[src/hw/rtl/mrt_pkg.sv]
// Shared constants and types for the memory region table.
`default_nettype none

package mrt_pkg;

	// Table size and derived widths
	localparam int MAX_REGIONS = 32;
	localparam int IDX_W = (MAX_REGIONS > 1) ? $clog2(MAX_REGIONS) : 1;
	localparam int CNT_W = $clog2(MAX_REGIONS + 1);

	// Field widths
	localparam int ADDR_W = 64;
	localparam int END_W = ADDR_W + 1;
	localparam int KIND_W = 32;
	localparam int QRY_W = 32;
	localparam int QEND_W = QRY_W + 1;
	localparam int IN_DATA_W = 224;
	localparam int OUT_DATA_W = 40;

	// Region kind that gets stored
	localparam logic [KIND_W-1:0] KIND_USABLE = 32'd1;

	// Item modes carried on the input tuser
	localparam logic MODE_ADD = 1'b0;
	localparam logic MODE_QUERY = 1'b1;

	// Outcome of checking one stored region against a query
	typedef struct packed {
		logic             in_lo;  // region base at or below the address
		logic             fit;    // query end at or below region end
		logic             covers; // address at or below region end
		logic [QRY_W-1:0] space;  // bytes to region end, saturated
	} match_t;

endpackage

`default_nettype wire

[src/hw/rtl/mrt_match.sv]
// Compare unit: checks one stored region against the current query.
`default_nettype none

module mrt_match (
	input  wire logic [mrt_pkg::ADDR_W-1:0] base,
	input  wire logic [mrt_pkg::END_W-1:0]  region_end,
	input  wire logic [mrt_pkg::QRY_W-1:0]  addr,
	input  wire logic [mrt_pkg::QEND_W-1:0] qend,
	output mrt_pkg::match_t                 result
);

	logic [mrt_pkg::END_W-1:0] rem;

	// Distance from the address to the inclusive region end
	assign rem = region_end - {{(mrt_pkg::END_W - mrt_pkg::QRY_W){1'b0}}, addr};

	always_comb begin
		result.in_lo  = base <= {{(mrt_pkg::ADDR_W - mrt_pkg::QRY_W){1'b0}}, addr};
		result.fit    = {{(mrt_pkg::END_W - mrt_pkg::QEND_W){1'b0}}, qend} <= region_end;
		result.covers = {{(mrt_pkg::END_W - mrt_pkg::QRY_W){1'b0}}, addr} <= region_end;
		// Saturate the remaining space to the result width
		if (|rem[mrt_pkg::END_W-1:mrt_pkg::QRY_W]) begin
			result.space = '1;
		end else begin
			result.space = rem[mrt_pkg::QRY_W-1:0];
		end
	end

endmodule

`default_nettype wire

[src/hw/rtl/memory_region_table_unit.sv]
// Top level of the memory region table: region store, scan sequencer, output register.
//
// Input channel s_axis: one word per item. tuser carries the mode (add or query),
// tdata carries region base, length and kind and the query address and size.
// Output channel m_axis: exactly one result word per input word, in order:
// range_fits, space_left and add_dropped.
// An add of a usable region writes it (base and precomputed 65-bit end) into the
// store in the cycle it is accepted, unless the table is full; its result word
// passes through the emit state into the output register.
// A query walks the stored regions one per cycle through the store's registered read
// port, then its result word passes through the emit state into the output register.
// One item is in work at a time; s_axis_tready is high whenever the sequencer is
// idle, which it returns to as a result is loaded into the output register.
// The result sits in an output register, so a new item is taken while it waits;
// when the receiver stalls and a second result is finished, the sequencer holds
// that result and takes no further item until the output register frees up.
// Reset empties the table (entry count to zero) and drops any pending result;
// the region store itself is not cleared, only entries below the count are read.
`default_nettype none

module memory_region_table_unit (
	input  wire logic                            clk,
	input  wire logic                            arst_n,
	// [63:0] region_base, [127:64] region_length, [159:128] region_kind,
	// [191:160] query_addr, [223:192] query_size
	input  wire logic [mrt_pkg::IN_DATA_W-1:0]   s_axis_tdata,
	// [0] mode
	input  wire logic                            s_axis_tuser,
	input  wire logic                            s_axis_tvalid,
	output logic                                 s_axis_tready,
	// [0] range_fits, [32:1] space_left, [33] add_dropped, [39:34] zero
	output logic [mrt_pkg::OUT_DATA_W-1:0]       m_axis_tdata,
	output logic                                 m_axis_tvalid,
	input  wire logic                            m_axis_tready
);

	typedef enum logic [1:0] {
		ST_IDLE,
		ST_SCAN,
		ST_EMIT
	} state_t;

	state_t state_q;

	// Input word fields
	logic [mrt_pkg::ADDR_W-1:0] in_base;
	logic [mrt_pkg::ADDR_W-1:0] in_length;
	logic [mrt_pkg::KIND_W-1:0] in_kind;
	logic [mrt_pkg::QRY_W-1:0]  in_addr;
	logic [mrt_pkg::QRY_W-1:0]  in_size;
	logic [mrt_pkg::END_W-1:0]  in_end;

	assign in_base   = s_axis_tdata[63:0];
	assign in_length = s_axis_tdata[127:64];
	assign in_kind   = s_axis_tdata[159:128];
	assign in_addr   = s_axis_tdata[191:160];
	assign in_size   = s_axis_tdata[223:192];
	assign in_end    = {1'b0, in_base} + {1'b0, in_length};

	// Region store
	logic [mrt_pkg::ADDR_W-1:0] base_mem [mrt_pkg::MAX_REGIONS];
	logic [mrt_pkg::END_W-1:0]  end_mem  [mrt_pkg::MAX_REGIONS];
	logic [mrt_pkg::ADDR_W-1:0] rd_base_s1;
	logic [mrt_pkg::END_W-1:0]  rd_end_s1;
	logic                       rd_v_s1;

	// Sequencer state
	logic [mrt_pkg::CNT_W-1:0]  count_q;
	logic [mrt_pkg::CNT_W-1:0]  issue_q;
	logic [mrt_pkg::QRY_W-1:0]  addr_q;
	logic [mrt_pkg::QEND_W-1:0] qend_q;
	logic                       fit_q;
	logic                       found_q;
	logic [mrt_pkg::QRY_W-1:0]  space_q;
	logic                       drop_q;
	logic                       m_valid_q;
	logic [mrt_pkg::OUT_DATA_W-1:0] m_data_q;

	logic accept;
	logic wr_en;
	logic rd_en;
	logic table_full;
	logic out_free;
	logic load_out;
	mrt_pkg::match_t match;

	assign s_axis_tready = (state_q == ST_IDLE);
	assign accept        = s_axis_tvalid && s_axis_tready;
	assign table_full    = (count_q >= mrt_pkg::CNT_W'(mrt_pkg::MAX_REGIONS));
	assign wr_en         = accept && (s_axis_tuser == mrt_pkg::MODE_ADD)
			&& (in_kind == mrt_pkg::KIND_USABLE) && !table_full;
	assign rd_en         = (state_q == ST_SCAN) && (issue_q < count_q);
	assign out_free      = !m_valid_q || m_axis_tready;
	assign load_out      = (state_q == ST_EMIT) && out_free;

	assign m_axis_tvalid = m_valid_q;
	assign m_axis_tdata  = m_data_q;

	// Write new regions, read one entry per scan cycle
	always_ff @(posedge clk) begin
		if (wr_en) begin
			base_mem[count_q[mrt_pkg::IDX_W-1:0]] <= in_base;
			end_mem[count_q[mrt_pkg::IDX_W-1:0]]  <= in_end;
		end
		if (rd_en) begin
			rd_base_s1 <= base_mem[issue_q[mrt_pkg::IDX_W-1:0]];
			rd_end_s1  <= end_mem[issue_q[mrt_pkg::IDX_W-1:0]];
		end
	end

	mrt_match u_match (
		.base       (rd_base_s1),
		.region_end (rd_end_s1),
		.addr       (addr_q),
		.qend       (qend_q),
		.result     (match)
	);

	// Sequencer, accumulators and output register
	always_ff @(posedge clk or negedge arst_n) begin
		if (!arst_n) begin
			state_q   <= ST_IDLE;
			count_q   <= '0;
			issue_q   <= '0;
			rd_v_s1   <= 1'b0;
			fit_q     <= 1'b0;
			found_q   <= 1'b0;
			space_q   <= '0;
			drop_q    <= 1'b0;
			addr_q    <= '0;
			qend_q    <= '0;
			m_valid_q <= 1'b0;
			m_data_q  <= '0;
		end else begin
			// Drain the output register unless a new word is loaded
			if (m_valid_q && m_axis_tready && !load_out) begin
				m_valid_q <= 1'b0;
			end

			case (state_q)
				ST_IDLE: begin
					if (accept) begin
						fit_q   <= 1'b0;
						found_q <= 1'b0;
						space_q <= '0;
						drop_q  <= 1'b0;
						if (s_axis_tuser == mrt_pkg::MODE_ADD) begin
							if (wr_en) begin
								count_q <= count_q + 1'b1;
							end
							if (in_kind == mrt_pkg::KIND_USABLE && table_full) begin
								drop_q <= 1'b1;
							end
							state_q <= ST_EMIT;
						end else begin
							addr_q  <= in_addr;
							qend_q  <= {1'b0, in_addr} + {1'b0, in_size};
							issue_q <= '0;
							state_q <= ST_SCAN;
						end
					end
				end

				ST_SCAN: begin
					// Advance the read pointer over the stored entries
					if (rd_en) begin
						issue_q <= issue_q + 1'b1;
						rd_v_s1 <= 1'b1;
					end else begin
						rd_v_s1 <= 1'b0;
					end
					// Keep the first hit of each kind
					if (rd_v_s1 && match.in_lo) begin
						if (match.fit) begin
							fit_q <= 1'b1;
						end
						if (!found_q && match.covers) begin
							found_q <= 1'b1;
							space_q <= match.space;
						end
					end
					if (!rd_en && !rd_v_s1) begin
						state_q <= ST_EMIT;
					end
				end

				ST_EMIT: begin
					// Hand the result to the output register once it is free
					if (load_out) begin
						m_valid_q <= 1'b1;
						m_data_q  <= {{(mrt_pkg::OUT_DATA_W - mrt_pkg::QRY_W - 2){1'b0}},
								drop_q, space_q, fit_q};
						state_q   <= ST_IDLE;
					end
				end

				default: begin
					state_q <= ST_IDLE;
				end
			endcase
		end
	end

	// The entry count never passes the table size
	a_count_bound: assert property (@(posedge clk) disable iff (!arst_n)
		count_q <= mrt_pkg::CNT_W'(mrt_pkg::MAX_REGIONS))
		else $error("entry count beyond table size");

	// Store writes happen only while idle, so they never overlap a scan
	a_write_idle: assert property (@(posedge clk) disable iff (!arst_n)
		wr_en |-> (state_q == ST_IDLE))
		else $error("store write outside idle");

	// The scan reads only written entries
	a_read_bound: assert property (@(posedge clk) disable iff (!arst_n)
		rd_en |-> (issue_q < count_q) && (state_q == ST_SCAN))
		else $error("scan read beyond entry count");

	// A result word is loaded only from the emit state
	a_emit_src: assert property (@(posedge clk) disable iff (!arst_n)
		$rose(m_valid_q) |-> $past(state_q == ST_EMIT))
		else $error("result loaded outside emit");

	// A result never flags both a fit and a dropped add
	a_result_kind: assert property (@(posedge clk) disable iff (!arst_n)
		m_valid_q |-> !(m_data_q[0] && m_data_q[mrt_pkg::QRY_W + 1]))
		else $error("fit and drop flagged together");

endmodule

`default_nettype wire

[config.mk]
export PLATFORM = sky130hd
export DESIGN_NAME = memory_region_table_unit
export DESIGN_NICKNAME = d
export VERILOG_FILES = /design/src/hw/rtl/mrt_pkg.sv /design/src/hw/rtl/mrt_match.sv /design/src/hw/rtl/memory_region_table_unit.sv
export SDC_FILE = /design/constraint.sdc
export NUM_CORES = 2
export LEC_CHECK = 0
export BUFFER_PORTS_ARGS = -buffer_cell sky130_fd_sc_hd__buf_2
export CAP_MARGIN = 10
export CORE_ASPECT_RATIO = 1.25
export CORE_MARGIN = 4
export CORE_UTILIZATION = 30
export DETAILED_ROUTE_END_ITERATION = 8
export PLACE_DENSITY_LB_ADDON = 0.08
export SLEW_MARGIN = 20
export SYNTH_ARGS = -nofsm -noshare
export SYNTH_HDL_FRONTEND = slang
export SYNTH_MEMORY_MAX_BITS = 65536
export SYNTH_SLANG_ARGS = --single-unit
[constraint.sdc]
create_clock -name clk -period 9.9 [get_ports clk]
set_input_delay 0.495 -clock clk [delete_from_list [all_inputs] [get_ports clk]]
set_output_delay 0.495 -clock clk [all_outputs]
set_load 0.02 [all_outputs]
# Yosys cells after proc, flatten, opt, wreduce, memory -nomap -nowiden
# Memories as Yosys holds them, arrays and structs flattened. A register that Yosys moved wholly into a read port is not among the register bits.
# Cells that the tools add are included.
[word_totals]
reg_bits = 150
ram_bits = 4128
in_bits = 229
out_inout_bits = 42
word_cells = 95
memories = 2
[op_classes]
add_sub_neg = 5
magnitude_cmp = 5
n_eq_ne = 11
mux = 29
bitwise = 1
n_reduce_logical = 30
[memory_table]
columns = ["name", "words", "width", "rd", "rd_ports_with_merged_regs", "write_ports", "line", "text"]
rows = [
  ["end_mem", 32, 65, 1, 1, 1, "memory_region_table_unit.sv:62", "logic [mrt_pkg::END_W-1:0] end_mem [mrt_pkg::MAX_REGIONS];"],
  ["base_mem", 32, 64, 1, 1, 1, "memory_region_table_unit.sv:61", "logic [mrt_pkg::ADDR_W-1:0] base_mem [mrt_pkg::MAX_REGIONS];"],
]
[op_table]
columns = ["operator", "count"]
rows = [
  ["two-way mux 32 bit", 4],
  ["adder 64 x 64 -> 65 bit", 1],
  ["less-or-equal comparator 32 x 65 -> 1 bit", 1],
  ["less-or-equal comparator 33 x 65 -> 1 bit", 1],
  ["subtractor 65 x 32 -> 65 bit", 1],
  ["less-or-equal comparator 64 x 32 -> 1 bit", 1],
  ["one-hot mux 32 bit (2 select lines)", 1],
  ["adder 32 x 32 -> 33 bit", 1],
  ["OR reduction 33 bit", 1],
  ["== test 32 x 1 -> 1 bit (second input constant)", 1],
  ["two-way mux 6 bit", 3],
  ["AND reduction 4 bit", 4],
  ["two-way mux 1 bit", 13],
  ["adder 6 x 1 -> 6 bit (second input constant)", 2],
  ["logical AND 1 bit", 12],
  ["one-hot mux 6 bit (2 select lines)", 1],
  ["two-way mux 2 bit", 4],
  ["!= test 2 x 1 -> 1 bit (second input constant)", 4],
  ["!= test 2 bit (second input constant)", 4],
  [">= comparator 6 bit (second input constant)", 1],
  ["zero test 1 bit", 6],
  ["< comparator 6 bit", 1],
  ["one-hot mux 2 bit (3 select lines)", 1],
  ["AND reduction 3 bit", 2],
  ["8 further kinds", 10],
]

# Depth between registers and ports, before layout
[depth]
ltp_word = 8
ltp_mapped = 14

# Modules after synthesis
# Synthesis repeated with hierarchy kept, for this count alone.
[unflattened]
cells_unflattened = 8158
hier_area_um2 = 176558.1
[by_module_without_submodules]
columns = ["mod", "n_inst", "cells_each", "area_per_inst_um2", "seq_area_each_um2"]
rows = [
  ["memory_region_table_unit", 1, 7344, 170853.9, 131586.2],
  ["mrt_match", 1, 814, 5704.2, 0.0],
]

# Least setup slack after synthesis
# OpenSTA, ideal clock, no wires.
[synth_timing]
path_kind = "register -> register"
start = "register state_q[0]"
end = "memory base_mem[15][0] (netlist name), enable pin"
setup_time_ps = 619
arrival_ps = 7670
required_time_ps = 9281
slack_ps = 1610
stages_incl_launch_ff = 8
period_less_slack_ps = 8290
path_cell_list = "dfrtp_1 nor2_1 and2_1 nand4_1 nor4_1 nand2_1 clkbuf_1 nor2_1"
[synth_via]
elab_chain_cells = 7
[synth_rtl]
columns = ["item", "line", "text"]
rows = [
  ["start, declared", "memory_region_table_unit.sv:43", "state_t state_q;"],
  ["start signal, assigned", "memory_region_table_unit.sv:122", "state_q <= ST_IDLE;"],
  ["start signal, assigned", "memory_region_table_unit.sv:154", "state_q <= ST_EMIT;"],
  ["start signal, assigned", "memory_region_table_unit.sv:159", "state_q <= ST_SCAN;"],
  ["zero test 2 bit", "memory_region_table_unit.sv:87", "assign s_axis_tready = (state_q == ST_IDLE);"],
  ["named net s_axis_tready", "memory_region_table_unit.sv:30", "output logic s_axis_tready,"],
  ["logical AND 1 bit", "memory_region_table_unit.sv:88", "assign accept = s_axis_tvalid && s_axis_tready;"],
  ["logical AND 1 bit", "memory_region_table_unit.sv:90", "assign wr_en = accept && (s_axis_tuser == mrt_pkg::MODE_ADD)"],
  ["logical AND 1 bit (2 in series)", "memory_region_table_unit.sv:91", "&& (in_kind == mrt_pkg::KIND_USABLE) && !table_full;"],
  ["two-way mux 1 bit", "memory_region_table_unit.sv:101", "if (wr_en) begin"],
  ["two-way mux 1 bit (not written as such)", "memory_region_table_unit.sv:102", "base_mem[count_q[mrt_pkg::IDX_W-1:0]] <= in_base;"],
  ["end, declared", "memory_region_table_unit.sv:61", ""],
]
# The timed path passes the listed nets, and every way through them passes these cells.

# Worst setup path in the final report
[layout_timing]
start = "input s_axis_tdata[0] (netlist name)"
end = "memory end_mem[31][52] (netlist name), data pin"
[layout_via]
elab_chain_cells = 1
[layout_rtl]
columns = ["item", "line", "text"]
rows = [
  ["start, declared", "memory_region_table_unit.sv:26", "input wire logic [mrt_pkg::IN_DATA_W-1:0] s_axis_tdata,"],
  ["adder 64 x 64 -> 65 bit", "memory_region_table_unit.sv:58", "assign in_end = {1'b0, in_base} + {1'b0, in_length};"],
  ["named net in_end, one bit", "memory_region_table_unit.sv:51", "logic [mrt_pkg::END_W-1:0] in_end;"],
  ["end, declared", "memory_region_table_unit.sv:62", ""],
]
# The timed path passes the listed nets, and every way through them passes these cells.

==> metrics.txt <==
Primary FF master, synth=edfxtp_1; DP Worst Slack=2.91 ns; CTS sink count=4,407; number of global-route vias before repair=92,100; post-DP HPWL=311 mm; final hold vios=0; hold buffer count at cts=141; Clk network pwr share=31.9%; pwr dens=258 nW/um2; setup bufs post-CTS=0; CTS Buf Count=464; TritonCTS clock tree=built; nets=9,164; Slew @ Worst Pin=1.25 ns; Comb pwr share=26.0%; yosys warns=0; critical path, cell by cell=dlygate4sd3_1 -> buf_2 -> ha_1 -> inv_1 -> fa_1 -> nand2b_1 -> a21oi_1 -> o21ai_0 -> a21boi_0 -> a22oi_1 -> buf_4 -> o211ai_1 -> buf_4 -> a41o_1 -> a221oi_1 -> o21ai_0 -> xor2_4; IO buf count=264; first-pass GRT wire length=788 mm; Rel. slew slack=15.8%; Switch Pwr=15.7 mW; share of cells above drive strength 1=30.1%; Pre-antenna DRT Iters=9; status=complete, no violations; startpoint class of the critical path=primary input; drt via density=5.18; fin crit share=63.1%; Reg clk slew, reported paths=0.06 ns; CP peak stage delay=0.63 ns; Hold WC Path Type=primary input to flip-flop; wire length per cell=34.1 um; M3 GR Usage=2.24%; post-synth cell types=92; top cells by area, synth=edfxtp_1 (73%), mux4_2 (17%), dfrtp_1 (2.1%); Critical-path top delay cell=o21ai_0; RD Place Congestion=0.827; VDD IR-drop max=0.000188 V; Worst EP arrival=6.96 ns; clock tree buffer depth=4; row count=314; CTS H-Tree Depth=5; Setup crit end kind=flip-flop; worst hold margin=0.135 ns; area grow syn2layout=16.2%; Die Ht=864 um; worst setup margin=3.65 ns; cell count after synthesis=8,027; Chip Width=693 um; internal cell power=37.1 mW; via count=87,400; synthesized cell area=176,000 um2; peak fanout along the critical path=33; Yosys top cell area share=72.6%; grt ovf=0; DRT antenna net count=0; drc violations=0; GRT Max-Usage Layer=met2; max-cap viol count=0; clk_lat worst skew=1.04 ns; die footprint=599,000 um2; Finished Core Util=35.0%; unrepaired setup endpoints after global routing=no; setup TNS=0 ns; Initial DRC Count=8,124; number of setup violations in the final report=0; Seq/Total Area, Yosys=74.8%; crit path kind=primary input to flip-flop; largest net degree at the start of global routing=123; commonest non-fill, non-tap cells in the layout=edfxtp_1 (4,257), mux4_2 (1,290), clkbuf_16 (470); Slew Viols, Final=0; CTS resizes=0; Core ar.=585,000 um2; all-layer global routing usage=18.9%; GR Layer Usage met2=31.8%; Max Clock Freq=160 MHz; CTS root buffer=clkbuf_16; clock skew=0.0755 ns; Syn Area/Cell=21.9 um2; LEAKAGE=63.5 nW; DRT Wirelength=576 mm; met1 Track Usage GR=26.1%; most common cell after layout, fill and taps aside=edfxtp_1; asr flop ratio synth=3.40%; Worst EP required=10.61 ns; initial antenna violation count=83; post-synthesis register bit count=4,407; Ports=271; number of synthesized flops with an enable pin=4,257; Sequential Power Share=42.0%; Switching Fraction=29.7%; Synth area leader=edfxtp_1; Initial Util=30.1%; crit path time final=6.25 ns
==> cell usage after synthesis (18+ instances only) <==
cell      instances
o31ai_1          21
xor2_1           43
nand2_1         167
o21bai_1         20
o21a_1           30
mux4_2         1290
nor4_1           62
nand3_1          52
nor2_1          150
a211oi_1         21
nand2b_1         29
buf_1            64
ha_1            203
o21ai_0         140
nand4_1          51
dfrtp_1         150
nor3_1           39
clkbuf_1        306
a21o_1           92
edfxtp_1       4257
a21oi_1         180
a31oi_1          18
nor2b_1          19
xnor2_1          79
a21oi_2          30
inv_1           108
mux2_2          166
==> worst paths after layout <==
path                             startpoint                to  slack, ns  cells after the start
min                        s_axis_tdata[55]   base_mem[9][55]       0.14                      1
max                         s_axis_tdata[0]   end_mem[31][52]       3.65                     17
min reg2reg                          drop_q  m_axis_tdata[33]       0.48                      1
max in group asynchronous            arst_n        qend_q[18]       8.04                      4
min in group asynchronous            arst_n       space_q[11]       0.62                      3
max reg2reg                      state_q[0]   base_mem[9][13]       3.86                     11
==> registers in the layout, summed over array words and instances (netlist names) <==
register	cells
m_axis_tdata	34
end_mem	2080
rd_v_s1	1
fit_q	1
addr_q	32
qend_q	33
count_q	6
issue_q	6
rd_end_s1	65
found_q	1
rd_base_s1	64
space_q	32
drop_q	1
m_axis_tvalid	1
base_mem	2048
state_q	2
==> power groups by stage <==
stage | logic, mW | clock network [mW] | registers (mW)
CTS | 14.1 | 17.4 | 22.2
global route | 14.8 | 18.1 | 22.2
detailed placement | 14.0 | 0 | 22.6
finish | 13.7 | 16.8 | 22.2
floorplan | 9.19 | 0 | 22.3
global placement | 13.9 | 0 | 22.6
==> final cells by class <==
class                   count  area (um2)
fillers                 54400      380000
flip-flops and latches   4407      132000
multi-input cells        3120       43400
clock buffers             594       12300
well taps                7742        9690
repair buffers            628        4990
clock inverters           261        2160
inverters                 108         405
diodes                     26        65.1
==> stage by stage <==
step / instances / total power, mW / area (um2)
6_report: 16900 / 52.8 / 205000
5_1_grt: 16900 / 55.1 / 205000
4_1_cts: 16900 / 53.6 / 204000
3_5_place_dp: 15900 / 36.5 / 188000
3_3_place_gp: 15900 / 36.5 / 188000
2_1_floorplan: 8032 / 31.5 / 176000
==> critical path, delay by kind of cell <==
kind | cells | cell delay, ns
AOI/OAI and AO/OA | 8 | 2.91
xor gates and xnor gates | 1 | 0.62
adders and majority gates | 2 | 1.02
buffers and inverters | 5 | 1.54
and+or+nand+nor | 1 | 0.31
==> metal layers <==
metal / up-vias / wire (um)
met5: - / 144
met3: 698 / 23600
met1: 48900 / 254000
li1: 35500 / -
met4: 22 / 13900
met2: 2320 / 284000
==> cells by family after synthesis <==
kind of cell,share of synthesized area [%]
other cells,0.00213
fa+ha+maj,1.48
mux,17.6
simple gates,1.97
compound gates,2.40
flops,74.8
buf+inv,1.17
xor+xnor,0.607
Note: power is estimated with default switching activity, not from simulation.
